`config.mk`:
```
export PLATFORM = sky130hd
export DESIGN_NAME = arbb_edge
export DESIGN_NICKNAME = d
export VERILOG_FILES = /design/src/rtl/arbb_pkg.sv /design/src/rtl/arbb_edge.sv
export SDC_FILE = /design/constraint.sdc
export NUM_CORES = 1
export LEC_CHECK = 0
export BUFFER_PORTS_ARGS = -buffer_cell sky130_fd_sc_hd__buf_2
export CORE_ASPECT_RATIO = 0.7
export CORE_MARGIN = 1.5
export CORE_UTILIZATION = 57
export DETAILED_ROUTE_END_ITERATION = 7
export GPL_ROUTABILITY_DRIVEN = 0
export PLACE_DENSITY = 0.84
export SKIP_CTS_REPAIR_TIMING = 1
export SLEW_MARGIN = 25
export SYNTH_ARGS = -nofsm -noshare
export SYNTH_HDL_FRONTEND = slang
export SYNTH_SLANG_ARGS = --single-unit
```
`constraint.sdc`:
```
create_clock -name i_clk -period 7.7 [get_ports i_clk]
set_clock_uncertainty 0.2 [all_clocks]
set_input_delay 1.155 -clock i_clk [delete_from_list [all_inputs] [get_ports i_clk]]
set_output_delay 1.155 -clock i_clk [all_outputs]
set_load 0.01 [all_outputs]
```
`src/rtl/arbb_pkg.sv`:
```
// Shared types, register codes and clip helpers for the affine rectangle bounding box unit.
// No dependencies; every other file in rtl/ imports this package.
`default_nettype none

package arbb_pkg;

    localparam int unsigned DATA_W = 32;
    localparam int unsigned FRAC_W = 16;
    localparam int unsigned PROD_W = 2 * DATA_W - FRAC_W;   // product with fraction dropped
    localparam int unsigned SUM_W  = PROD_W + 1;            // sum of two products
    localparam int unsigned ORG_W  = SUM_W + 1;             // plus translation, or span
    localparam int unsigned SIZE_W = DATA_W - 1;
    localparam int unsigned ADDR_W = 5;

    localparam logic [2:0] REG_COEF_XX = 3'd0;
    localparam logic [2:0] REG_COEF_XY = 3'd1;
    localparam logic [2:0] REG_COEF_YX = 3'd2;
    localparam logic [2:0] REG_COEF_YY = 3'd3;
    localparam logic [2:0] REG_SHIFT_X = 3'd4;
    localparam logic [2:0] REG_SHIFT_Y = 3'd5;

    localparam logic signed [DATA_W-1:0] RST_COEF_ONE  = 32'sd65536;
    localparam logic signed [DATA_W-1:0] RST_COEF_ZERO = 32'sd0;

    typedef struct packed {
        logic signed [DATA_W-1:0] coef_xx;
        logic signed [DATA_W-1:0] coef_xy;
        logic signed [DATA_W-1:0] coef_yx;
        logic signed [DATA_W-1:0] coef_yy;
        logic signed [DATA_W-1:0] shift_x;
        logic signed [DATA_W-1:0] shift_y;
    } t_cfg;

    // normalized rectangle edges
    typedef struct packed {
        logic signed [DATA_W-1:0] lo_x;
        logic signed [DATA_W-1:0] hi_x;
        logic signed [DATA_W-1:0] lo_y;
        logic signed [DATA_W-1:0] hi_y;
        logic                     sat;
    } t_edge;

    // per-axis extremes of the truncated products
    typedef struct packed {
        logic signed [PROD_W-1:0] min_px;  // x term of output x
        logic signed [PROD_W-1:0] max_px;
        logic signed [PROD_W-1:0] min_py;  // y term of output x
        logic signed [PROD_W-1:0] max_py;
        logic signed [PROD_W-1:0] min_qx;  // x term of output y
        logic signed [PROD_W-1:0] max_qx;
        logic signed [PROD_W-1:0] min_qy;  // y term of output y
        logic signed [PROD_W-1:0] max_qy;
        logic                     sat;
    } t_ext;

    function automatic logic signed [DATA_W-1:0] clip33(input logic signed [DATA_W:0] v);
        logic signed [DATA_W-1:0] r;
        if (v[DATA_W] != v[DATA_W-1]) begin
            r = v[DATA_W] ? {1'b1, {(DATA_W-1){1'b0}}} : {1'b0, {(DATA_W-1){1'b1}}};
        end else begin
            r = v[DATA_W-1:0];
        end
        return r;
    endfunction

    function automatic logic ovf33(input logic signed [DATA_W:0] v);
        return v[DATA_W] != v[DATA_W-1];
    endfunction

endpackage

`default_nettype wire

```
`src/rtl/arbb_edge.sv`:
```
// Stage 1: normalize origin plus extent to low and high edges, clipped to 32 bits.
// Depends on arbb_pkg for t_edge and the clip helpers.
`default_nettype none

module arbb_edge (
    input  wire logic                                i_clk,
    input  wire logic                                i_rst_n,
    input  wire logic                                i_en,
    input  wire logic                                i_valid,
    input  wire logic signed [arbb_pkg::DATA_W-1:0]  i_rect_x,
    input  wire logic signed [arbb_pkg::DATA_W-1:0]  i_rect_y,
    input  wire logic signed [arbb_pkg::DATA_W-1:0]  i_rect_width,
    input  wire logic signed [arbb_pkg::DATA_W-1:0]  i_rect_height,
    output logic                                     o_valid,
    output arbb_pkg::t_edge                          o_edge
);
    import arbb_pkg::*;

    logic                   r_valid;
    t_edge                  r_edge;
    t_edge                  n_edge;
    logic signed [DATA_W:0] ox, oy, fx, fy, lx, hx, ly, hy;

    always_comb begin
        ox = {i_rect_x[DATA_W-1], i_rect_x};
        oy = {i_rect_y[DATA_W-1], i_rect_y};
        fx = ox + {i_rect_width[DATA_W-1], i_rect_width};
        fy = oy + {i_rect_height[DATA_W-1], i_rect_height};
        lx = (ox < fx) ? ox : fx;
        hx = (ox < fx) ? fx : ox;
        ly = (oy < fy) ? oy : fy;
        hy = (oy < fy) ? fy : oy;
        n_edge.lo_x = clip33(lx);
        n_edge.hi_x = clip33(hx);
        n_edge.lo_y = clip33(ly);
        n_edge.hi_y = clip33(hy);
        n_edge.sat  = ovf33(lx) | ovf33(hx) | ovf33(ly) | ovf33(hy);
    end

    always_ff @(posedge i_clk) begin
        if (!i_rst_n) begin
            r_valid <= 1'b0;
        end else if (i_en) begin
            r_valid <= i_valid;
        end
    end

    always_ff @(posedge i_clk) begin
        if (i_en) begin
            r_edge <= n_edge;
        end
    end

    assign o_valid = r_valid;
    assign o_edge  = r_edge;

endmodule

`default_nettype wire

```
After elaboration in Yosys (flattened, before gate mapping)
Cells that the tools add are included.
{ "classes": {"n_div": 0, "addsub": 2, "shift": 0, "mul": 0, "magnitude_cmp": 2, "bitwise_logic": 3, "n_reduce_logical": 0, "n_mux": 12, "n_eq_ne": 4} }
{ "ops": {"columns": ["cell", "n"], "rows": [
  ["32-bit two-way mux", 8],
  ["33-bit two-way mux", 4],
  ["32-bit by 32-bit adder with 33-bit output", 2],
  ["32-bit by 33-bit < comparator with 1-bit output", 2],
  ["1-bit != test", 4],
  ["1-bit OR", 3]
]} }
{ "word_totals": {"word_cells": 29, "latchBits": 0, "ramBits": 0, "out_inout_bits": 130, "register_bits": 130, "romBits": 0, "n_memories": 0, "in_bits": 132} }

Longest topological paths before layout
{ "depth": {"word_depth": 7, "mapped_depth": 23, "mapped_depth_nobuf": 21} }

Worst setup path before layout
OpenSTA, ideal clock, no wires.
{ "synth_path": {"kind": "input-to-reg", "startpoint": "input i_rect_y[0] (netlist name)", "endpoint": "register r_edge, in the netlist o_edge[16], data pin", "setup_slack_ns": 1.668, "stages": 22, "path_buffers": 3, "setup_time_ns": 0.258, "t_required_ns": 7.242, "arrival_time_ns": 5.574, "path_cell_list": "ha_1 -> fa_1 -> a211oi_1 -> nor4_4 -> o211ai_1 -> nand2_1 -> a21boi_1 -> nor3_1 -> or3_1 -> ha_1 -> nand4_1 -> nor2_1 -> nand3_1 -> a2111oi_2 -> or2_2 -> o22a_1 -> buf_2 -> mux2_2 -> buf_6 -> buf_6 -> a221oi_2 -> nor2_1"} }
{ "synth_rtl": {"columns": ["item", "line_no", "rtl"], "rows": [
  ["from (decl)", "arbb_edge.sv:11", "input wire logic signed [arbb_pkg::DATA_W-1:0] i_rect_y,"],
  ["to (signal assigned)", "arbb_edge.sv:50", "r_edge <= n_edge;"],
  ["to (decl)", "arbb_edge.sv:20", "t_edge r_edge;"]
]} }

==> impl_metrics.csv <==
group,metric,value,unit
run_status,outcome,"completed",
sta,tightest_slew,958,ps
power,power_frac_clock,20.0,%
yosys,yosysWarnings,0,
place,place_area,0.0136,sq mm
final_layout,final_cell_mix,"buf_2 (260), a21oi_1 (133), ha_1 (130), edfxtp_1 (129), o21ai_0 (124)",
power,swShare,41.5,%
die,die-width,177,um
final_layout,final_net_count,1838,
sta,min_period,7070,ps
yosys,synth_edf_count,129,
yosys,synthCells,1348,
global_route,grt_pass1_wl,58400,um
routing,routedWlPerCell,20.5,um
die,die_y,125,um
sta,drv_slew,0,
yosys,post-synth-top-area-fraction,31.9,%
routing,viasPerCell,6.53,
global_route,grt_max_degree,74,
sta,final.setup.worst_slack,634,ps
final_layout,mostFrequentLayoutCell,"buf_2",
yosys,syn_nets,1612,
power,total_power,3.89,mW
die,row_count,44,
setup_path,startpoint_type,"input port",
final_layout,n_fill_cell,1695,
routing,via_count,12200,
yosys,yosys.area.top_type,"edfxtp_1",
power,power_frac_seq,29.7,%
clocking,clk_path_buf_depth,2,
yosys,syn_area,0.0121,sq mm
die,dieArea,0.0222,sq mm
routing,ant_nets,0,
clocking,htreeDepth,4,
global_route,grt_overflow,0,
clocking,clock_latency,420,ps
setup_path,worst-setup-path-type,"in -> reg",
final_layout,drive_above_1_share,23.3,%
setup_path,endpoint_kind,"register",
place,hpwl,28500,um
job,drv_cap,0,
power,max-vdd-ir-drop,0.140,mV
yosys,async_flop_share,0,%
global_route,grt_pass1_vias,10900,
final_layout,diodes,0,
clocking,numCtsBuffers,17,
place,portBuffers,261,
setup_path,cpPeakStageDelay,710,ps
yosys,synth_area_leaders,"edfxtp_1 (32%), ha_1 (13%), a21oi_1 (5.5%)",
power,p_comb_share,50.3,%
place,post-place-ws,371,ps
final_layout,final_util,68.1,%
sta,whs,360,ps
clocking,clkSlewWorstSetupHoldPaths,60,ps
final_layout,area_growth,16.7,%
setup_path,cp.arrival,7030,ps
die,start_util,58.3,%
setup_path,path_max_fanout,29,
global_route,antenna_found_initial,0,
power,power.leakage,6.16,nW
sta,finalSetupViolations,0,
sta,rsz0062_at_grt,"no",
sta,fmax,0.142,GHz
power,p_sw,1.61,mW
routing,drt_iter0_drc,1486,
setup_path,path_common_cell,"ha_1",
setup_path,critPathTopFamily,"compound AO/OA/AOI/OAI gates",
yosys,ys_types,86,
die,io_pins,262,
routing,drc,0,
clocking,cts_tree,"done",
yosys,synth-main-ff-cell,"edfxtp_1",
power,power.density,274,mW/mm^2
power,p_int,2.27,mW
routing,dr.pass1.iters,7,
hold_path,hp-class,"reg -> reg",
sta,period_share,91.8,%
routing,routed_wl,38200,um
sta,hold_viol,0,
clocking,clock_sinks,130,
yosys,synth-seq-area-share,32.1,%
global_route,track_usage,33.7,%
sta,slew_headroom,36.1,%
die,coreArea,0.0208,sq mm
final_layout,finalInstanceArea,0.0142,sq mm
sta,fin_setup_tns,0,ps
setup_path,crit_path_cell_trace,"buf_2 -> ha_1 -> fa_1 -> a211oi_1 -> nor4_4 -> o211ai_1 -> nand2_1 -> a21boi_1 -> xnor2_1 -> inv_1 -> ha_1 -> nand4_1 -> nor4_1 -> nand3_1 -> a2111oi_2 -> or2_2 -> o22a_2 -> mux2_2 -> nor2_2 -> buf_4 -> nor2_1",
yosys,synth_seq_cells,130,
clocking,ctsRootBufferMaster,"clkbuf_16",
final_layout,fin_cells,1863,
setup_path,cp.required,7660,ps
setup_path,slowest_stage,"mux2_2",
yosys,synth.avg_cell_area,9.01,sq um
setup_path,path_buf_inv,3,
place,place_inst,1831,
==> registers in the layout, summed over array words and instances (netlist names) <==
| signal | cells |
|---|---|
| o_edge | 129 |
| o_valid | 1 |
==> layout make-up <==
type                            instances  area [sq um]  share of cell area [%]
Timing Repair Buffer                  284          1510                    10.6
Clock buffer                           18           429                    3.03
Sequential cell                       130          3890                    27.5
Inverter                               72           270                    1.91
Multi-Input combinational cell       1069          7610                    53.7
Tap cell                              276           345                    2.44
Clock inverter                         14           115                   0.812
==> routing by layer <==
metal	wire length [um]	vias to the layer above	track usage (%)
met5	0	-	0
met1	16600	5625	52.0
met4	911	0	11.1
met2	15600	890	46.1
li1	-	5580	-
met3	5160	77	7.24
==> cell families after synthesis <==
family | count (synthesis) | share of synthesized area (%)
compound gates | 505 | 26.7
simple gates | 312 | 12.4
mux | 40 | 3.54
flops | 130 | 32.1
xor+xnor | 53 | 3.82
fa+ha+maj | 159 | 16.1
buf+inv | 149 | 5.45
==> synth_stat cells (11+ instances only) <==
master    number
xnor2_1       30
o21ai_0      124
o21ai_1       26
mux2i_1       34
xor2_1        23
o21a_1        17
nor2_1        84
a21o_1        25
edfxtp_1     129
nor3_1        17
buf_2         31
and2_1        18
clkbuf_1      31
a211oi_1      15
o22ai_1       33
inv_1         68
a31oi_1       11
o221ai_1      11
ha_1         130
a221oi_1      14
o211ai_1      14
a21oi_1      133
nand2_1       96
maj3_1        17
nand3_1       28
==> worst register-to-register path, cell delays in order, from the launching register on <==
cell     delay (ps)
dfxtp_1         320
mux2i_1         140
nor2b_1          60
==> power groups by stage <==
stage / registers (mW) / logic, mW / clock network [mW]
2_1_floorplan: 1.27 / 1.17 / 0
3_3_place_gp: 1.16 / 1.83 / 0
3_5_place_dp: 1.16 / 1.90 / 0
4_1_cts: 1.15 / 1.91 / 0.777
5_1_grt: 1.17 / 2.12 / 0.806
6_report: 1.15 / 1.96 / 0.776
==> worst paths after layout <==
check / from / end / slack (ps) / depth (start not counted)
max: i_rect_y[0] / o_edge[5] / 630 / 21
min: o_valid / o_valid / 360 / 2
max reg2reg: o_valid / o_valid / 6870 / 2
min reg2reg: o_valid / o_valid / 360 / 2
Note: power is estimated with default switching activity, not from simulation.
