## src/rtl/arbb_pkg.sv

```systemverilog
// Shared types, register codes and clip helpers for the affine rectangle bounding box unit.
// No dependencies; every other file in rtl/ imports this package.
`default_nettype none

package arbb_pkg;

    localparam int unsigned DATA_W = 32;
    localparam int unsigned FRAC_W = 16;
    localparam int unsigned PROD_W = 2 * DATA_W - FRAC_W;   // product with fraction dropped
    localparam int unsigned SUM_W  = PROD_W + 1;            // sum of two products
    localparam int unsigned ORG_W  = SUM_W + 1;             // plus translation, or span
    localparam int unsigned SIZE_W = DATA_W - 1;
    localparam int unsigned ADDR_W = 5;

    localparam logic [2:0] REG_COEF_XX = 3'd0;
    localparam logic [2:0] REG_COEF_XY = 3'd1;
    localparam logic [2:0] REG_COEF_YX = 3'd2;
    localparam logic [2:0] REG_COEF_YY = 3'd3;
    localparam logic [2:0] REG_SHIFT_X = 3'd4;
    localparam logic [2:0] REG_SHIFT_Y = 3'd5;

    localparam logic signed [DATA_W-1:0] RST_COEF_ONE  = 32'sd65536;
    localparam logic signed [DATA_W-1:0] RST_COEF_ZERO = 32'sd0;

    typedef struct packed {
        logic signed [DATA_W-1:0] coef_xx;
        logic signed [DATA_W-1:0] coef_xy;
        logic signed [DATA_W-1:0] coef_yx;
        logic signed [DATA_W-1:0] coef_yy;
        logic signed [DATA_W-1:0] shift_x;
        logic signed [DATA_W-1:0] shift_y;
    } t_cfg;

    // normalized rectangle edges
    typedef struct packed {
        logic signed [DATA_W-1:0] lo_x;
        logic signed [DATA_W-1:0] hi_x;
        logic signed [DATA_W-1:0] lo_y;
        logic signed [DATA_W-1:0] hi_y;
        logic                     sat;
    } t_edge;

    // per-axis extremes of the truncated products
    typedef struct packed {
        logic signed [PROD_W-1:0] min_px;  // x term of output x
        logic signed [PROD_W-1:0] max_px;
        logic signed [PROD_W-1:0] min_py;  // y term of output x
        logic signed [PROD_W-1:0] max_py;
        logic signed [PROD_W-1:0] min_qx;  // x term of output y
        logic signed [PROD_W-1:0] max_qx;
        logic signed [PROD_W-1:0] min_qy;  // y term of output y
        logic signed [PROD_W-1:0] max_qy;
        logic                     sat;
    } t_ext;

    function automatic logic signed [DATA_W-1:0] clip33(input logic signed [DATA_W:0] v);
        logic signed [DATA_W-1:0] r;
        if (v[DATA_W] != v[DATA_W-1]) begin
            r = v[DATA_W] ? {1'b1, {(DATA_W-1){1'b0}}} : {1'b0, {(DATA_W-1){1'b1}}};
        end else begin
            r = v[DATA_W-1:0];
        end
        return r;
    endfunction

    function automatic logic ovf33(input logic signed [DATA_W:0] v);
        return v[DATA_W] != v[DATA_W-1];
    endfunction

endpackage

`default_nettype wire

```

## src/rtl/arbb_reduce.sv

```systemverilog
// Stages 4 to 6: sum the term extremes, add translation, form spans, clip into the output register.
// Depends on arbb_pkg for t_cfg and t_ext.
`default_nettype none

module arbb_reduce (
    input  wire logic                               i_clk,
    input  wire logic                               i_rst_n,
    input  wire logic                               i_en,
    input  wire logic                               i_valid,
    input  wire arbb_pkg::t_ext                     i_ext,
    input  wire arbb_pkg::t_cfg                     i_cfg,
    output logic                                    o_valid,
    output logic signed [arbb_pkg::DATA_W-1:0]      o_box_x,
    output logic signed [arbb_pkg::DATA_W-1:0]      o_box_y,
    output logic        [arbb_pkg::SIZE_W-1:0]      o_box_width,
    output logic        [arbb_pkg::SIZE_W-1:0]      o_box_height,
    output logic                                    o_saturated
);
    import arbb_pkg::*;

    localparam int unsigned HI_W = ORG_W - DATA_W + 1;  // bits that must agree with the sign

    logic                    r_valid4, r_valid5, r_valid6;
    logic signed [SUM_W-1:0] r_min_x, r_max_x, r_min_y, r_max_y;
    logic                    r_sat4, r_sat5;
    logic signed [ORG_W-1:0] r_org_x, r_org_y, r_span_x, r_span_y;
    logic signed [DATA_W-1:0] r_box_x, r_box_y, n_box_x, n_box_y;
    logic        [SIZE_W-1:0] r_box_w, r_box_h, n_box_w, n_box_h;
    logic                     r_sat6, n_sat;
    logic                     ovf_x, ovf_y, ovf_w, ovf_h;

    always_comb begin
        ovf_x = r_org_x[ORG_W-1:DATA_W-1] != {HI_W{r_org_x[ORG_W-1]}};
        ovf_y = r_org_y[ORG_W-1:DATA_W-1] != {HI_W{r_org_y[ORG_W-1]}};
        ovf_w = |r_span_x[ORG_W-1:SIZE_W];
        ovf_h = |r_span_y[ORG_W-1:SIZE_W];
        if (ovf_x) begin
            n_box_x = r_org_x[ORG_W-1] ? {1'b1, {(DATA_W-1){1'b0}}} : {1'b0, {(DATA_W-1){1'b1}}};
        end else begin
            n_box_x = r_org_x[DATA_W-1:0];
        end
        if (ovf_y) begin
            n_box_y = r_org_y[ORG_W-1] ? {1'b1, {(DATA_W-1){1'b0}}} : {1'b0, {(DATA_W-1){1'b1}}};
        end else begin
            n_box_y = r_org_y[DATA_W-1:0];
        end
        n_box_w = ovf_w ? {SIZE_W{1'b1}} : r_span_x[SIZE_W-1:0];
        n_box_h = ovf_h ? {SIZE_W{1'b1}} : r_span_y[SIZE_W-1:0];
        n_sat   = r_sat5 | ovf_x | ovf_y | ovf_w | ovf_h;
    end

    always_ff @(posedge i_clk) begin
        if (!i_rst_n) begin
            r_valid4 <= 1'b0;
            r_valid5 <= 1'b0;
            r_valid6 <= 1'b0;
        end else if (i_en) begin
            r_valid4 <= i_valid;
            r_valid5 <= r_valid4;
            r_valid6 <= r_valid5;
        end
    end

    always_ff @(posedge i_clk) begin
        if (i_en) begin
            // stage 4: the box extremes split into independent x and y terms
            r_min_x  <= SUM_W'(i_ext.min_px) + SUM_W'(i_ext.min_py);
            r_max_x  <= SUM_W'(i_ext.max_px) + SUM_W'(i_ext.max_py);
            r_min_y  <= SUM_W'(i_ext.min_qx) + SUM_W'(i_ext.min_qy);
            r_max_y  <= SUM_W'(i_ext.max_qx) + SUM_W'(i_ext.max_qy);
            r_sat4   <= i_ext.sat;
            // stage 5
            r_org_x  <= ORG_W'(r_min_x) + ORG_W'(i_cfg.shift_x);
            r_org_y  <= ORG_W'(r_min_y) + ORG_W'(i_cfg.shift_y);
            r_span_x <= ORG_W'(r_max_x) - ORG_W'(r_min_x);
            r_span_y <= ORG_W'(r_max_y) - ORG_W'(r_min_y);
            r_sat5   <= r_sat4;
            // stage 6: output register
            r_box_x  <= n_box_x;
            r_box_y  <= n_box_y;
            r_box_w  <= n_box_w;
            r_box_h  <= n_box_h;
            r_sat6   <= n_sat;
        end
    end

    assign o_valid      = r_valid6;
    assign o_box_x      = r_box_x;
    assign o_box_y      = r_box_y;
    assign o_box_width  = r_box_w;
    assign o_box_height = r_box_h;
    assign o_saturated  = r_sat6;

endmodule

`default_nettype wire

```

## config.mk

```make
export PLATFORM = sky130hd
export DESIGN_NAME = arbb_reduce
export DESIGN_NICKNAME = d
export VERILOG_FILES = /design/src/rtl/arbb_pkg.sv /design/src/rtl/arbb_reduce.sv
export SDC_FILE = /design/constraint.sdc
export NUM_CORES = 1
export LEC_CHECK = 0
export BUFFER_PORTS_ARGS = -buffer_cell sky130_fd_sc_hd__buf_2
export CELL_PAD_IN_SITES_DETAIL_PLACEMENT = 1
export CELL_PAD_IN_SITES_GLOBAL_PLACEMENT = 1
export CORE_ASPECT_RATIO = 0.6
export CORE_UTILIZATION = 40
export DETAILED_ROUTE_END_ITERATION = 8
export GPL_TIMING_DRIVEN = 0
export MAX_ROUTING_LAYER = met4
export PLACE_DENSITY = 0.79
export SLEW_MARGIN = 20
export SYNTH_ARGS = -nofsm -noshare
export SYNTH_HDL_FRONTEND = slang
export SYNTH_SLANG_ARGS = --single-unit
```

## constraint.sdc

```tcl
create_clock -name i_clk -period 3.2 [get_ports i_clk]
set_input_delay 0.32 -clock i_clk [delete_from_list [all_inputs] [get_ports i_clk]]
set_output_delay 0.32 -clock i_clk [all_outputs]
set_load 0.01 [all_outputs]
```

# Word-level counts from Yosys, hierarchy flattened
# Index checks and enable logic that the tools add are counted.
# classes
add_sub_neg,8
n_eq_ne,2
muxes,4
bitwise,4
reduce_logical,2
# op_table
op,n
48-bit by 48-bit adder with 49-bit output,4
32-bit 2-to-1 mux,4
49-bit by 32-bit adder with 50-bit output,2
49-bit by 49-bit subtractor with 50-bit output,2
19-bit OR reduction,2
18-bit != test,2
1-bit OR,4
# totals
ff_bits,528
in_bits,581
out_inout_bits,128
word_cells,38

# Logic depth before layout (Yosys ltp)
# depth
depth_word,5
depth_mapped,15
depth_no_buf,15

# Worst setup path before layout
# No wires, ideal clock.
# synth_timing
kind,input -> register
start,input port i_ext[49] (netlist name)
end,register r_min_y[46] (data pin)
setup_ps,260
arrival_ps,3024
required_time_ps,2940
slack_ps,-84
path_stages,13
n_path_buf,0
path_cell_list,ha_1 -> fa_1 -> a21o_1 -> a21o_1 -> a2111oi_4 -> o31ai_1 -> o21ai_1 -> nand3b_1 -> or2_1 -> a31oi_2 -> nor2_2 -> a311oi_2 -> xnor2_1
# synth_via
elab_chain_cells,1
# synth_lines
item,line,text
from (decl),arbb_reduce.sv:10,"input wire arbb_pkg::t_ext i_ext,"
48-bit by 48-bit adder with 49-bit output,arbb_reduce.sv:69,r_min_y <= SUM_W'(i_ext.min_qx) + SUM_W'(i_ext.min_qy);
to (signal assigned),arbb_reduce.sv:69,
to (decl),arbb_reduce.sv:24,"logic signed [SUM_W-1:0] r_min_x, r_max_x, r_min_y, r_max_y;"
# No other way between the ends.
# A chain may end at the register's enable or synchronous reset.

# Worst setup path after layout
# layout_timing
start,register r_min_x[0]
end,register r_span_x[42] (data pin)
# layout_via
elab_chain_cells,1
# layout_lines
item,line,text
from (decl),arbb_reduce.sv:24,
from (signal assigned),arbb_reduce.sv:67,r_min_x <= SUM_W'(i_ext.min_px) + SUM_W'(i_ext.min_py);
49-bit by 49-bit subtractor with 50-bit output,arbb_reduce.sv:75,r_span_x <= ORG_W'(r_max_x) - ORG_W'(r_min_x);
to (signal assigned),arbb_reduce.sv:75,
to (decl),arbb_reduce.sv:26,"logic signed [ORG_W-1:0] r_org_x, r_org_y, r_span_x, r_span_y;"
# No other way between the ends.

==> out/results.tsv <==
metric	value	unit
status	finished, violations left	
violations	negative setup slack	
setup_viol	24	
cp_top_family	compound AO/OA/AOI/OAI gates	
antenna_found_initial	24	
gp_congestion	0.9887	
cpMaxStageDelayCell	edfxtp_1	
vias	33330	
path_common_cell	a21o_1	
ys_seq_area_frac	0.4157	
hold_path.class	input pin to flop	
yosysWarnings	0	
synth_nets	4809	
path_cells	ha_2 > inv_2 > fa_2 > a21o_1 > a21o_1 > nand4_1 > a21boi_2 > a31oi_4 > o21ba_4 > o31a_1 > o31ai_4 > and3_4 > a31oi_2 > xnor2_1	
fmax	288.2	MHz
synth_edf_count	525	
p_total	28.37	mW
grt_first_pass_wirelength	197.6	mm
path_buf_inv	1	
design.portCount	709	
die_area	0.09646	mm²
synth-seq-cells	528	
synth_cell_type_count	82	
start_kind	flop	
p_sw_frac	0.3639	
ctsHtreeMaxLevel	2	
synth_top_area_frac	0.4141	
regArea	0.01583	mm²
rows	87	
fillCellCount	10650	
leakage	19.80	nW
ant_nets	0	
crit_arrival	3.83	ns
clk_path_buf_depth	3	
start_util	0.4043	
die_width	400.3	µm
nets	5555	
peakVddDrop	0.0004326	V
rsz0062_at_grt	yes	
grt_max_degree	104	
synthTopCellsByArea	edfxtp_1 (41%), ha_1 (13%), a21oi_1 (5.4%), xnor2_1 (5.0%), a21o_1 (4.8%)	
async_flop_share	0	
path_clk_slew	0.07	ns
syn_area	0.03807	mm²
dp_hpwl	107.1	mm
hold_viol	0	
root_buffer	clkbuf_16	
io_buffers	580	
yosys.area.top_type	edfxtp_1	
cts.sinks	528	
die-height	241.0	µm
timing.final.crit_share	1.084	
slowest_delay	0.42	ns
syn_area_per_cell	9.935	µm²
crit_required	3.56	ns
finalInstanceArea	0.04666	mm²
internal_power	18.05	mW
maxCapViolCount	0	
clkLatencyLatePin	0.64	ns
endpoint_kind	flop	
grt_usage	0.2731	
multi_input_area	0.02199	mm²
finalWorstSetupSlack	-0.2702	ns
placed_area	0.04271	mm²
drive_above_1_share	0.2223	
area_growth	22.56	%
core	0.09416	mm²
wirelength	134.0	mm
final_max_slew_viol_count	0	
crit_type	flop to flop	
grt_pass1_vias	33210	
p_comb_frac	0.401	
drc	0	
netlist_instances	3832	
p_per_area	608.1	mW/mm²
drt_first_iter_violations	2389	
seqPwrFrac	0.364	
drt-vias-per-instance	5.663	
cts_made_buffers	56	
p_sw	10.33	mW
wl_per_cell	22.76	µm
clkPwrFrac	0.234	
dr.pass1.iters	7	
final_core_util	0.4956	
cp_max_fo	2	
grt_overflow	0	
worst_pin_slew	1.132	ns
synth_ff_type	edfxtp_1	
period_needed	3.470	ns
cts_tree	done	
finalClockSkew	0.02140	ns
slew_headroom	0.2334	
==> cells in the mapped netlist (all sizes together) (7+ instances only) <==
cell type / number
a221oi: 12
xor2: 147
and3: 36
a31o: 12
nand2: 252
a31oi: 45
inv: 266
or3: 9
a221o: 8
a2111oi: 11
nand2b: 98
nor2: 151
nand4: 97
xnor2: 216
nor2b: 50
o21ai: 283
o31a: 11
edfxtp: 525
or2: 8
a41oi: 8
o21bai: 67
a21oi: 410
o22ai: 8
and2: 21
a211oi: 20
nand3: 70
nor4: 28
o31ai: 17
o41ai: 7
o2111ai: 9
nor3: 27
ha: 388
fa: 8
a21boi: 14
clkbuf: 121
a21o: 242
o21a: 40
o211ai: 20
==> worst register-to-register path: stages, from the launching register on <==
cell and delay, ns:
edfxtp_1 0.42, ha_2 0.24, inv_2 0.07, fa_2 0.21, a21o_1 0.19, a21o_1 0.19
nand4_1 0.22, a21boi_2 0.31, a31oi_4 0.14, o21ba_4 0.22, o31a_1 0.30, o31ai_4 0.23
and3_4 0.23, a31oi_2 0.08, xnor2_1 0.15
==> power groups by stage <==
| stage | Clock, mW | Combinational, mW | Sequential (mW) |
|---|---|---|---|
| CTS | 6.80 | 10.6 | 10.3 |
| detailed placement | 0 | 9.82 | 10.5 |
| floorplan | 0 | 6.83 | 10.1 |
| finish | 6.65 | 11.4 | 10.3 |
| global route | 7.02 | 12.4 | 10.4 |
| global placement | 0 | 9.47 | 10.5 |
==> final timing paths <==
path                         from                endpoint  slack [ns]  cells after the start
min reg2reg      r_sat4$_DFFE_PP_        r_sat5$_DFFE_PP_        0.42                      0
max          r_min_x[0]$_DFFE_PP_  r_span_x[42]$_DFFE_PP_       -0.27                     14
min                      i_cfg[0]    r_org_y[0]$_DFFE_PP_        0.06                      2
max reg2reg  r_min_x[0]$_DFFE_PP_  r_span_x[42]$_DFFE_PP_       -0.27                     14
==> cell families (layout without fill, tap and decap cells) <==
| kind of cell | Yosys count | after routing | share of synthesized area |
|---|---|---|---|
| other cells | 0 | 20 | 0 |
| fa+ha+maj | 396 | 396 | 0.1317 |
| simple gates | 867 | 867 | 0.1138 |
| flops | 528 | 528 | 0.4157 |
| compound gates | 1280 | 1280 | 0.2151 |
| mux | 5 | 5 | 0.001315 |
| xor+xnor | 363 | 363 | 0.08351 |
| buf+inv | 393 | 1181 | 0.03894 |
==> sequential cells by signal, summed over array words and instances (netlist names), 31 cells and up <==
register / cells
o_box_height: 31
o_box_width: 31
o_box_x: 32
o_box_y: 32
r_max_x: 49
r_max_y: 49
r_min_x: 49
r_min_y: 49
r_org_x: 50
r_org_y: 50
r_span_x: 50
r_span_y: 50
==> routing by layer <==
metal | part of all wire | GRT usage | vias up
met5 | 0 | - | -
met3 | 0.057 | 0.03055 | 170
li1 | - | - | 15710
met4 | 0.024 | 0.06702 | 0
met2 | 0.45 | 0.4270 | 1046
met1 | 0.47 | 0.3784 | 16400
==> stage by stage <==
step	TNS (ns)	std cells	setup WS [ns]	hold slack [ns]
floorplan	0	3832	0.001528	0.4003
global placement	-3332.94	5658	-6.267	0.4098
detailed placement	-87.32	5665	-1.706	0.4102
CTS	-2.433	5827	-0.3379	0.0006491
global route	-6.908	5885	-0.3626	0.03286
finish	-3.058	5886	-0.2702	0.06185
==> cell type report <==
class,instances,share of cell area
diodes,20,0.001073
clock buffers,67,0.03137
inverters,266,0.02140
repair buffers,698,0.08492
multi-input cells,2911,0.4714
well taps,1246,0.03341
flip-flops and latches,528,0.3392
clock inverters,33,0.007428
plain buffers,117,0.009868
==> cell usage in the layout (no fill, tap or decap), types with 23 or more instances in the layout <==
cell type,instances
a21o_1,242
a21oi_1,369
a21oi_2,33
a31oi_1,31
and3_1,33
buf_2,582
buf_4,94
clkbuf_1,120
clkbuf_16,57
edfxtp_1,525
ha_1,364
inv_1,258
nand2_1,249
nand2b_1,97
nand3_1,68
nand4_1,97
nor2_1,143
nor2b_1,47
nor3_1,23
nor4_1,24
o21a_1,36
o21ai_0,226
o21ai_1,27
o21ai_2,26
o21bai_1,67
xnor2_1,213
xor2_1,142
==> repair_timing <==
item	in CTS	in global routing
resized for setup	160	142
setup endpoints to repair	118	92
pin swaps	73	120
endpoints found under the hold margin	8	0
setup buffers	60	46
hold buffers	7	0
Note: power is estimated with default switching activity, not from simulation.
