## config.mk

```make
export PLATFORM = sky130hd
export DESIGN_NAME = arbb_cfg
export DESIGN_NICKNAME = d
export VERILOG_FILES = /design/src/rtl/arbb_pkg.sv /design/src/rtl/arbb_cfg.sv
export SDC_FILE = /design/constraint.sdc
export NUM_CORES = 1
export LEC_CHECK = 0
export BUFFER_PORTS_ARGS = -buffer_cell sky130_fd_sc_hd__buf_2
export CAP_MARGIN = 20
export CORE_ASPECT_RATIO = 1.1
export CORE_MARGIN = 2
export CORE_UTILIZATION = 35
export CTS_CLUSTER_SIZE = 10
export DETAILED_ROUTE_END_ITERATION = 10
export HOLD_SLACK_MARGIN = 0.12
export PLACE_DENSITY_LB_ADDON = 0.3
export SYNTH_ARGS = -nofsm -noshare
export SYNTH_HDL_FRONTEND = slang
export SYNTH_SLANG_ARGS = --single-unit
```

## constraint.sdc

```tcl
create_clock -name i_clk -period 1.7 [get_ports i_clk]
set_input_delay 0.17 -clock i_clk [delete_from_list [all_inputs] [get_ports i_clk]]
set_output_delay 0.17 -clock i_clk [all_outputs]
set_load 0.03 [all_outputs]
```

## src/rtl/arbb_pkg.sv

```systemverilog
// Shared types, register codes and clip helpers for the affine rectangle bounding box unit.
// No dependencies; every other file in rtl/ imports this package.
`default_nettype none

package arbb_pkg;

    localparam int unsigned DATA_W = 32;
    localparam int unsigned FRAC_W = 16;
    localparam int unsigned PROD_W = 2 * DATA_W - FRAC_W;   // product with fraction dropped
    localparam int unsigned SUM_W  = PROD_W + 1;            // sum of two products
    localparam int unsigned ORG_W  = SUM_W + 1;             // plus translation, or span
    localparam int unsigned SIZE_W = DATA_W - 1;
    localparam int unsigned ADDR_W = 5;

    localparam logic [2:0] REG_COEF_XX = 3'd0;
    localparam logic [2:0] REG_COEF_XY = 3'd1;
    localparam logic [2:0] REG_COEF_YX = 3'd2;
    localparam logic [2:0] REG_COEF_YY = 3'd3;
    localparam logic [2:0] REG_SHIFT_X = 3'd4;
    localparam logic [2:0] REG_SHIFT_Y = 3'd5;

    localparam logic signed [DATA_W-1:0] RST_COEF_ONE  = 32'sd65536;
    localparam logic signed [DATA_W-1:0] RST_COEF_ZERO = 32'sd0;

    typedef struct packed {
        logic signed [DATA_W-1:0] coef_xx;
        logic signed [DATA_W-1:0] coef_xy;
        logic signed [DATA_W-1:0] coef_yx;
        logic signed [DATA_W-1:0] coef_yy;
        logic signed [DATA_W-1:0] shift_x;
        logic signed [DATA_W-1:0] shift_y;
    } t_cfg;

    // normalized rectangle edges
    typedef struct packed {
        logic signed [DATA_W-1:0] lo_x;
        logic signed [DATA_W-1:0] hi_x;
        logic signed [DATA_W-1:0] lo_y;
        logic signed [DATA_W-1:0] hi_y;
        logic                     sat;
    } t_edge;

    // per-axis extremes of the truncated products
    typedef struct packed {
        logic signed [PROD_W-1:0] min_px;  // x term of output x
        logic signed [PROD_W-1:0] max_px;
        logic signed [PROD_W-1:0] min_py;  // y term of output x
        logic signed [PROD_W-1:0] max_py;
        logic signed [PROD_W-1:0] min_qx;  // x term of output y
        logic signed [PROD_W-1:0] max_qx;
        logic signed [PROD_W-1:0] min_qy;  // y term of output y
        logic signed [PROD_W-1:0] max_qy;
        logic                     sat;
    } t_ext;

    function automatic logic signed [DATA_W-1:0] clip33(input logic signed [DATA_W:0] v);
        logic signed [DATA_W-1:0] r;
        if (v[DATA_W] != v[DATA_W-1]) begin
            r = v[DATA_W] ? {1'b1, {(DATA_W-1){1'b0}}} : {1'b0, {(DATA_W-1){1'b1}}};
        end else begin
            r = v[DATA_W-1:0];
        end
        return r;
    endfunction

    function automatic logic ovf33(input logic signed [DATA_W:0] v);
        return v[DATA_W] != v[DATA_W-1];
    endfunction

endpackage

`default_nettype wire

```

## src/rtl/arbb_cfg.sv

```systemverilog
// APB register file holding the transform coefficients and translation.
// Depends on arbb_pkg for the register codes and the t_cfg type.
`default_nettype none

module arbb_cfg (
    input  wire logic                         i_clk,
    input  wire logic                         i_rst_n,
    input  wire logic                         psel,
    input  wire logic                         penable,
    input  wire logic                         pwrite,
    input  wire logic [arbb_pkg::ADDR_W-1:0]  paddr,
    input  wire logic [arbb_pkg::DATA_W-1:0]  pwdata,
    output logic      [arbb_pkg::DATA_W-1:0]  prdata,
    output logic                              pready,
    output arbb_pkg::t_cfg                    o_cfg
);
    import arbb_pkg::*;

    t_cfg       r_cfg;
    logic [2:0] reg_idx;
    logic       wr_en;

    assign reg_idx = paddr[ADDR_W-1:2];
    assign wr_en   = psel & penable & pwrite;
    assign pready  = 1'b1;
    assign o_cfg   = r_cfg;

    always_ff @(posedge i_clk) begin
        if (!i_rst_n) begin
            r_cfg.coef_xx <= RST_COEF_ONE;
            r_cfg.coef_xy <= RST_COEF_ZERO;
            r_cfg.coef_yx <= RST_COEF_ZERO;
            r_cfg.coef_yy <= RST_COEF_ONE;
            r_cfg.shift_x <= RST_COEF_ZERO;
            r_cfg.shift_y <= RST_COEF_ZERO;
        end else if (wr_en) begin
            unique case (reg_idx)
                REG_COEF_XX: r_cfg.coef_xx <= pwdata;
                REG_COEF_XY: r_cfg.coef_xy <= pwdata;
                REG_COEF_YX: r_cfg.coef_yx <= pwdata;
                REG_COEF_YY: r_cfg.coef_yy <= pwdata;
                REG_SHIFT_X: r_cfg.shift_x <= pwdata;
                REG_SHIFT_Y: r_cfg.shift_y <= pwdata;
                default: ;  // drop writes past the register list
            endcase
        end
    end

    always_comb begin
        unique case (reg_idx)
            REG_COEF_XX: prdata = r_cfg.coef_xx;
            REG_COEF_XY: prdata = r_cfg.coef_xy;
            REG_COEF_YX: prdata = r_cfg.coef_yx;
            REG_COEF_YY: prdata = r_cfg.coef_yy;
            REG_SHIFT_X: prdata = r_cfg.shift_x;
            REG_SHIFT_Y: prdata = r_cfg.shift_y;
            default:     prdata = '0;
        endcase
    end

endmodule

`default_nettype wire

```

; ---- Word level (Yosys, flattened, before mapping)
; Cells that the tools add are included.
[totals]
input_bits = 42
register_bits = 192
out_inout_bits = 225
[classes]
n_bitwise = 2
n_reduce_logical = 7
eq_ne = 5
muxes = 1
[ops]
columns = op, n
row1 = case mux 32 bit (6 select lines), 1
row2 = AND reduction 2 bit, 6
row3 = "== test 3 x 2 -> 1 bit, second input constant", 2
row4 = "== test 3 bit, second input constant", 2
row5 = "== test 3 x 1 -> 1 bit, second input constant", 1
row6 = zero test 3 bit, 1
row7 = bitwise AND 1 bit, 2

; ---- Longest topological paths before layout
; Gate-level depths: netlist of run 1.
[depth]
ltp_word = 3
mapped_depth = 5

; ---- Worst setup path before layout of run 1
; No wires, ideal clock.
[synth_timing]
path_type = in2out
start = input paddr[2] in the netlist's numbering
end = output prdata[16] in the netlist's numbering
t_arrival_ns = 1.634
path_buffers = 2
setup_slack_ns = -0.104
cell_stages = 5
path_cell_list = buf_2 buf_2 nor2_1 a22oi_1 o21ai_0
[synth_via]
elab_chain_cells = 2
word_cells_on_any_way = 7
cone_classes = eq/ne (5) / mux (1) / reduce/logical (1)
[synth_rtl]
columns = item, line_no
row1 = from (decl), arbb_cfg.sv:11  ; input wire logic [arbb_pkg::ADDR_W-1:0] paddr,
row2 = "== test 3 bit, or another cell as far along", arbb_cfg.sv:50  ; unique case (reg_idx)
row3 = case mux 32 bit (6 select lines) (*), arbb_cfg.sv:50
row4 = to (decl), arbb_cfg.sv:13  ; output logic [arbb_pkg::DATA_W-1:0] prdata,
; Every way passes the cells marked *; elsewhere a longest branch is shown, timed or not.

; ---- Final worst setup path of run 1
[layout_timing]
start = register r_cfg, in the netlist o_cfg[109]
end = output prdata[13] in the netlist's numbering
[layout_via]
elab_chain_cells = 1
[layout_rtl]
columns = item, line_no
row1 = from (decl), arbb_cfg.sv:19  ; t_cfg r_cfg;
row2 = case mux 32 bit (6 select lines), arbb_cfg.sv:50
; No other way between the ends.

==> out/metrics.cfg, run 1 <==
[timing]
setup_ws_ps=10.49
post-route-period-util_pct=99.38
hold_viol_final=0
finalMaxSlewViolations=0
skew_ps=0
layout_min_cycle_time_ps=1690
finalSetupViolCount=0
fmax_mhz=591.9
rsz0062_at_grt=yes
timing.hold.ws_ps=129.1

[yosys]
ys.flop_type=dfxtp_1
yosysMostFrequentCell=mux2i_1
ys_top_cells_by_count=mux2i_1, nand2_1, dfxtp_1
synth_nets=900
synth_top_area_share_pct=44.98
ys_top_cells_by_area=dfxtp_1, mux2i_1, nand2_1, mux2_2, buf_4
synth_cells=858
synth_edf_count=0
seq_area_frac_synth_pct=44.98
yosys_warnings=0
postSynthAreaPerCell_um2=9.959
synthesis.area_um2=8544
async_reset_ff_share_pct=0
synth_cell_type_count=28
synth_area_leader_cell=dfxtp_1
synth_seq_cells=192

[setup_path]
cpMaxStageDelayCell=a221o_1
cpPeakStageDelay_ps=350
critPathLaunchType=flip-flop
cp.required_ps=1530
r2r_start=o_cfg[135]
r2r_end=o_cfg[135]
crit_type=flip-flop to output port
cp-end-kind=output port
cp.buffers_inverters=1
cp.arrival_ps=1520
ff2ff_setup_slack_ps=1020
r2r_cells=3
path_delay_family=compound AO/OA/AOI/OAI gates
cp_max_fo=2
crit_chain=mux2_4 -> a221o_1 -> buf_6

[finish]
final_area_um2=11670
fin_nets=1202
final_layout_size_suffix_gt1_share_pct=39.08
area_delta_synth_final_pct=36.61
fillerInstances=2236
largest_register_ffs=192
fin_util_pct=48.95

[global_routing]
grt_max_degree=41
met1_usage_pct=28.24
grt_pass1_wl_mm=43.26
grt_usage_pct=21.57
use_met3_pct=5.405
grt_overflow=0
grt_pass1_vias=7210
use_met2_pct=35.06
antenna_found_initial=1
grt-busiest-layer=met2

[min_path]
min_from=pwdata[7]
worstHoldPathCells=3
holdPathEnd=o_cfg[103]
hold_path_class=primary input to flip-flop

[die]
start_util_pct=35.83
io_pins=267
die_h_um=167.9
fp.dieArea_um2=25680
num_rows=59
die-width_um=153.0
core_area_um2=23840

[clock_tree]
cts_buffer_depth=2
clock-root-buffer=clkbuf_16
insertion_delay_ps=430
numCtsBuffers=17
clk_pin_slew_worst_paths_ps=70
cts_tree=built
cts_num_sinks=192
htree_num_levels=4

[place]
place_ws_ps=40.14
place_area_um2=10650
gp_congestion=0.7862
port_buffers=263
dpl.hpwl_mm=19.75

[flow_run]
cap_violations=0

[route]
drcViolationCount=0
routed_wl_mm=28.34
via_per_inst=5.006
first_pass_iters=4
vias=7399
drt.antenna.violating_nets=0
drt_iter0_drc=289
post_drt_wl_per_cell_um=19.17

[status]
outcome=completed

[pwr]
p_per_area_nw_per_um2=819.8
p_leak_nw=4.962
power_mw=9.568
max-vdd-ir-drop_mv=0.6406

## per-layer routing
metal	wire, µm	up-vias	share of wire [%]
met1	12470	3563	44
li1	-	3576	-
met2	13350	231	47
met5	13	-	0.046
met4	511	2	1.8
met3	1991	27	7.0
## how the worst max path moves through the flow
stage	from	endpoint	slack, ps	depth (start not counted)
2_1_floorplan	paddr[2]	prdata[15]	20	5
5_1_grt	o_cfg[122]	prdata[26]	-30	4
3_5_place_dp	paddr[2]	prdata[0]	40	6
3_3_place_gp	paddr[2]	prdata[0]	10	6
6_report	o_cfg[109]	prdata[13]	10	3
4_1_cts	o_cfg[121]	prdata[25]	-10	4
## cell type report
| class | instances | area (µm²) | share of cell area (%) |
|---|---|---|---|
| Antenna cell | 1 | 2.502 | 0.02144 |
| Clock buffer | 19 | 442.9 | 3.795 |
| Clock inverter | 12 | 152.6 | 1.308 |
| Inverter | 11 | 41.29 | 0.3537 |
| Multi-Input combinational cell | 587 | 4414 | 37.82 |
| Sequential cell | 192 | 3879 | 33.23 |
| Tap cell | 305 | 381.6 | 3.269 |
| Timing Repair Buffer | 351 | 2359 | 20.21 |
## per-stage QoR
stage / TNS, ps / cells
2_1_floorplan: 0 / 858
3_3_place_gp: 0 / 1426
3_5_place_dp: 0 / 1426
4_1_cts: -11.07 / 1466
5_1_grt: -162.7 / 1477
6_report: 0 / 1478
## worst min-delay path: stages
cell	delay [ps]
buf_2	90
nand2_1	160
mux2i_1	100
## where the power goes
group,leakage (nW),switching [mW],internal (mW)
sequential,1.56,0.0259,4.53
combinational,3.11,0.531,0.313
clock,0.294,1.81,2.36
total,4.96,2.37,7.20
## cell families (layout without fill, tap and decap cells)
| kind of cell | count (synthesis) | in the layout | share of synthesized area (%) |
|---|---|---|---|
| other | 1 | 2 | 0.04389 |
| AND/OR/NAND/NOR | 244 | 244 | 11.55 |
| buffers and inverters | 79 | 393 | 4.964 |
| flip-flops | 192 | 192 | 44.98 |
| multiplexers | 266 | 266 | 31.66 |
| AO/OA/AOI/OAI | 76 | 76 | 6.795 |
## placed cells by master (no fill, tap or decap), drive strengths merged, types with 2 or more instances in the layout
cell,instances
inv,15
a221oi,4
bufinv,3
clkbuf,19
buf,342
o21ai,18
mux2,34
and2,2
a21oi,4
o32ai,10
clkinv,4
dfxtp,192
o22a,10
nand2,222
mux2i,232
a221o,10
a22oi,12
nor2,7
dlygate4sd3,9
a32oi,8
nor2b,7
nand2b,3
## what timing repair did
action	4_1_cts	5_1_grt
gates resized for setup	21	73
hold buffers	9	0
cloned	0	0
hold endpoints to repair	39	0
buffers inserted	0	11
endpoints found under the setup margin	12	21
pin swaps	2	15
Power figures use the tool's default switching activity.
==> run 2, diff against run 1 <==
PLACE_DENSITY_LB_ADDON = 0.2   (was 0.3)
==> run 2 against run 1 <==
  * Fmax increased by 0.85%
  * Clock power decreased by 8.9%
  * Global-route usage decreased by 0.32 points
  * Worst setup slack improved by 14 ps
  * Clock skew unchanged
  * Register-to-register slack got worse by 30 ps
  * Clock-buffer cell count increased by 1
  * Non-clock buffer count decreased by 15
  * Sequential cell count unchanged
  * Sequential power about the same
  * Die area unchanged
  * Critical path depth unchanged
  * Critical path type unchanged
  * Largest cell class unchanged
==> out/metrics.cfg, run 2 (synthesis results as in run 1) <==
[finish]
final_layout_size_suffix_gt1_share_pct=38.60  ; -0.48 points
fin_util_pct=48.02  ; -0.93 points
final_common_cell=buf_2
area_delta_synth_final_pct=34.00
final_cell_mix=buf_2, mux2i_1, nand2_1
largest_register_ffs=192  ; unchanged
fin_nets=1187  ; -1.2%
fillerInstances=2293  ; +2.5%
final_area_um2=11450  ; -1.9%

[min_path]
holdPathEnd=o_cfg[38]
min_from=pwdata[6]
worstHoldPathCells=3  ; unchanged
hold_path_class=primary input to flip-flop

[pwr]
p_per_area_nw_per_um2=800.6  ; -2.3%
max-vdd-ir-drop_mv=0.5984  ; -6.6%
power_mw=9.167  ; -4.2%
p_leak_nw=4.815  ; -3.0%

[global_routing]
antenna_found_initial=1  ; unchanged
grt_max_degree=64  ; +56%
use_met3_pct=5.019  ; -0.39 points
met1_usage_pct=28.76  ; +0.52 points
use_met2_pct=33.79  ; -1.3 points
grt_usage_pct=21.25  ; -0.32 points
grt_pass1_wl_mm=42.37  ; -2.1%
grt-busiest-layer=met2
grt_pass1_vias=6959  ; -3.5%
grt_overflow=0  ; unchanged

[place]
place_ws_ps=52.18  ; +12.04 ps
gp_congestion=0.7941  ; +1.0%
place_area_um2=10570  ; -0.73%
dpl.hpwl_mm=19.21  ; -2.8%
port_buffers=263  ; unchanged

[timing]
finalMaxSlewViolations=0  ; unchanged
fmax_mhz=596.9  ; +0.85%
rsz0062_at_grt=yes
skew_ps=0  ; unchanged
layout_min_cycle_time_ps=1675  ; -14.29 ps
finalSetupViolCount=0  ; unchanged
post-route-period-util_pct=98.54  ; -0.84 points
hold_viol_final=0  ; unchanged
setup_ws_ps=24.77  ; +14.29 ps

[die]
fp.dieArea_um2=25680  ; unchanged
core_area_um2=23840  ; unchanged
start_util_pct=35.83  ; unchanged
io_pins=267  ; unchanged
die-width_um=153.0  ; unchanged
num_rows=59  ; unchanged
die_h_um=167.9  ; unchanged

[route]
first_pass_iters=5  ; +1
vias=7314  ; -1.1%
drt_iter0_drc=388  ; +34%
drcViolationCount=0  ; unchanged
drt.antenna.violating_nets=0  ; unchanged
post_drt_wl_per_cell_um=19.33  ; +0.80%
routed_wl_mm=28.29  ; -0.15%
via_per_inst=4.996  ; -0.20%

[setup_path]
crit_type=flip-flop to output port
r2r_end=o_cfg[152]
ff2ff_setup_slack_ps=990  ; -30 ps
cp.arrival_ps=1510  ; about the same
cp-end-kind=output port
cp.required_ps=1530  ; about the same
critPathLaunchType=flip-flop
r2r_start=o_cfg[152]
cp_max_fo=3  ; +1
r2r_cells=3  ; unchanged
crit_start=o_cfg[73]

[flow_run]
cap_violations=0  ; unchanged

[clock_tree]
htree_num_levels=4  ; unchanged
cts_num_sinks=192  ; unchanged
clock-root-buffer=clkbuf_16
numCtsBuffers=17  ; unchanged
cts_tree=built
insertion_delay_ps=420  ; about the same
clk_pin_slew_worst_paths_ps=70  ; about the same
cts_buffer_depth=2  ; unchanged

[status]
outcome=completed

run 2: per-stage QoR:
step	hold slack, ps	cells	setup TNS (ps)
floorplan	346.5	858	0
global placement	451.0	1419	0
detailed placement	458.7	1419	0
CTS	120.6	1457	0
global route	146.2	1464	-174.6
finish	129.1	1464	0
run 2: cell type report:
class	count	area, µm²	share of cell area (%)
timing repair buffer	336	2198	19.20
inverter	11	41.29	0.3606
multi-input combinational	587	4403	38.45
tap	305	381.6	3.333
antenna	1	2.502	0.02186
sequential	192	3882	33.91
clock inverter	12	103.9	0.9070
clock buffer	20	436.7	3.814
run 2: per-layer routing:
metal	up-vias	part of all wire [%]
met5	-	0
met4	0	2.0
met3	27	5.7
met2	224	47
met1	3498	46
li1	3565	-
run 2: how the worst max path moves through the flow:
stage	cells past startpoint	end	slack, ps
CTS	3	prdata[1]	0.08
global placement	6	prdata[5]	80
floorplan	5	prdata[15]	20
detailed placement	7	o_cfg[187]	50
finish	3	prdata[9]	20
global route	4	prdata[25]	-40
run 2: where the power goes:
group / switching (mW) / internal [mW] / leakage, nW
combinational: 0.520 / 0.291 / 3.00
sequential: 0.0265 / 4.53 / 1.56
clock: 1.89 / 1.92 / 0.253
run 2: critical path, stage by stage, from the launching register on:
cell and delay, ps:
dfxtp_1 330, mux2_2 260, a221o_1 340, buf_6 150
run 2: timing repair:
action | 4_1_cts | 5_1_grt
pin swaps | 1 | 10
setup buffers | 0 | 6
gates cloned | 0 | 0
gates resized for setup | 17 | 72
hold buffers | 6 | 0
setup endpoints to repair | 10 | 20
hold endpoints to repair | 32 | 0
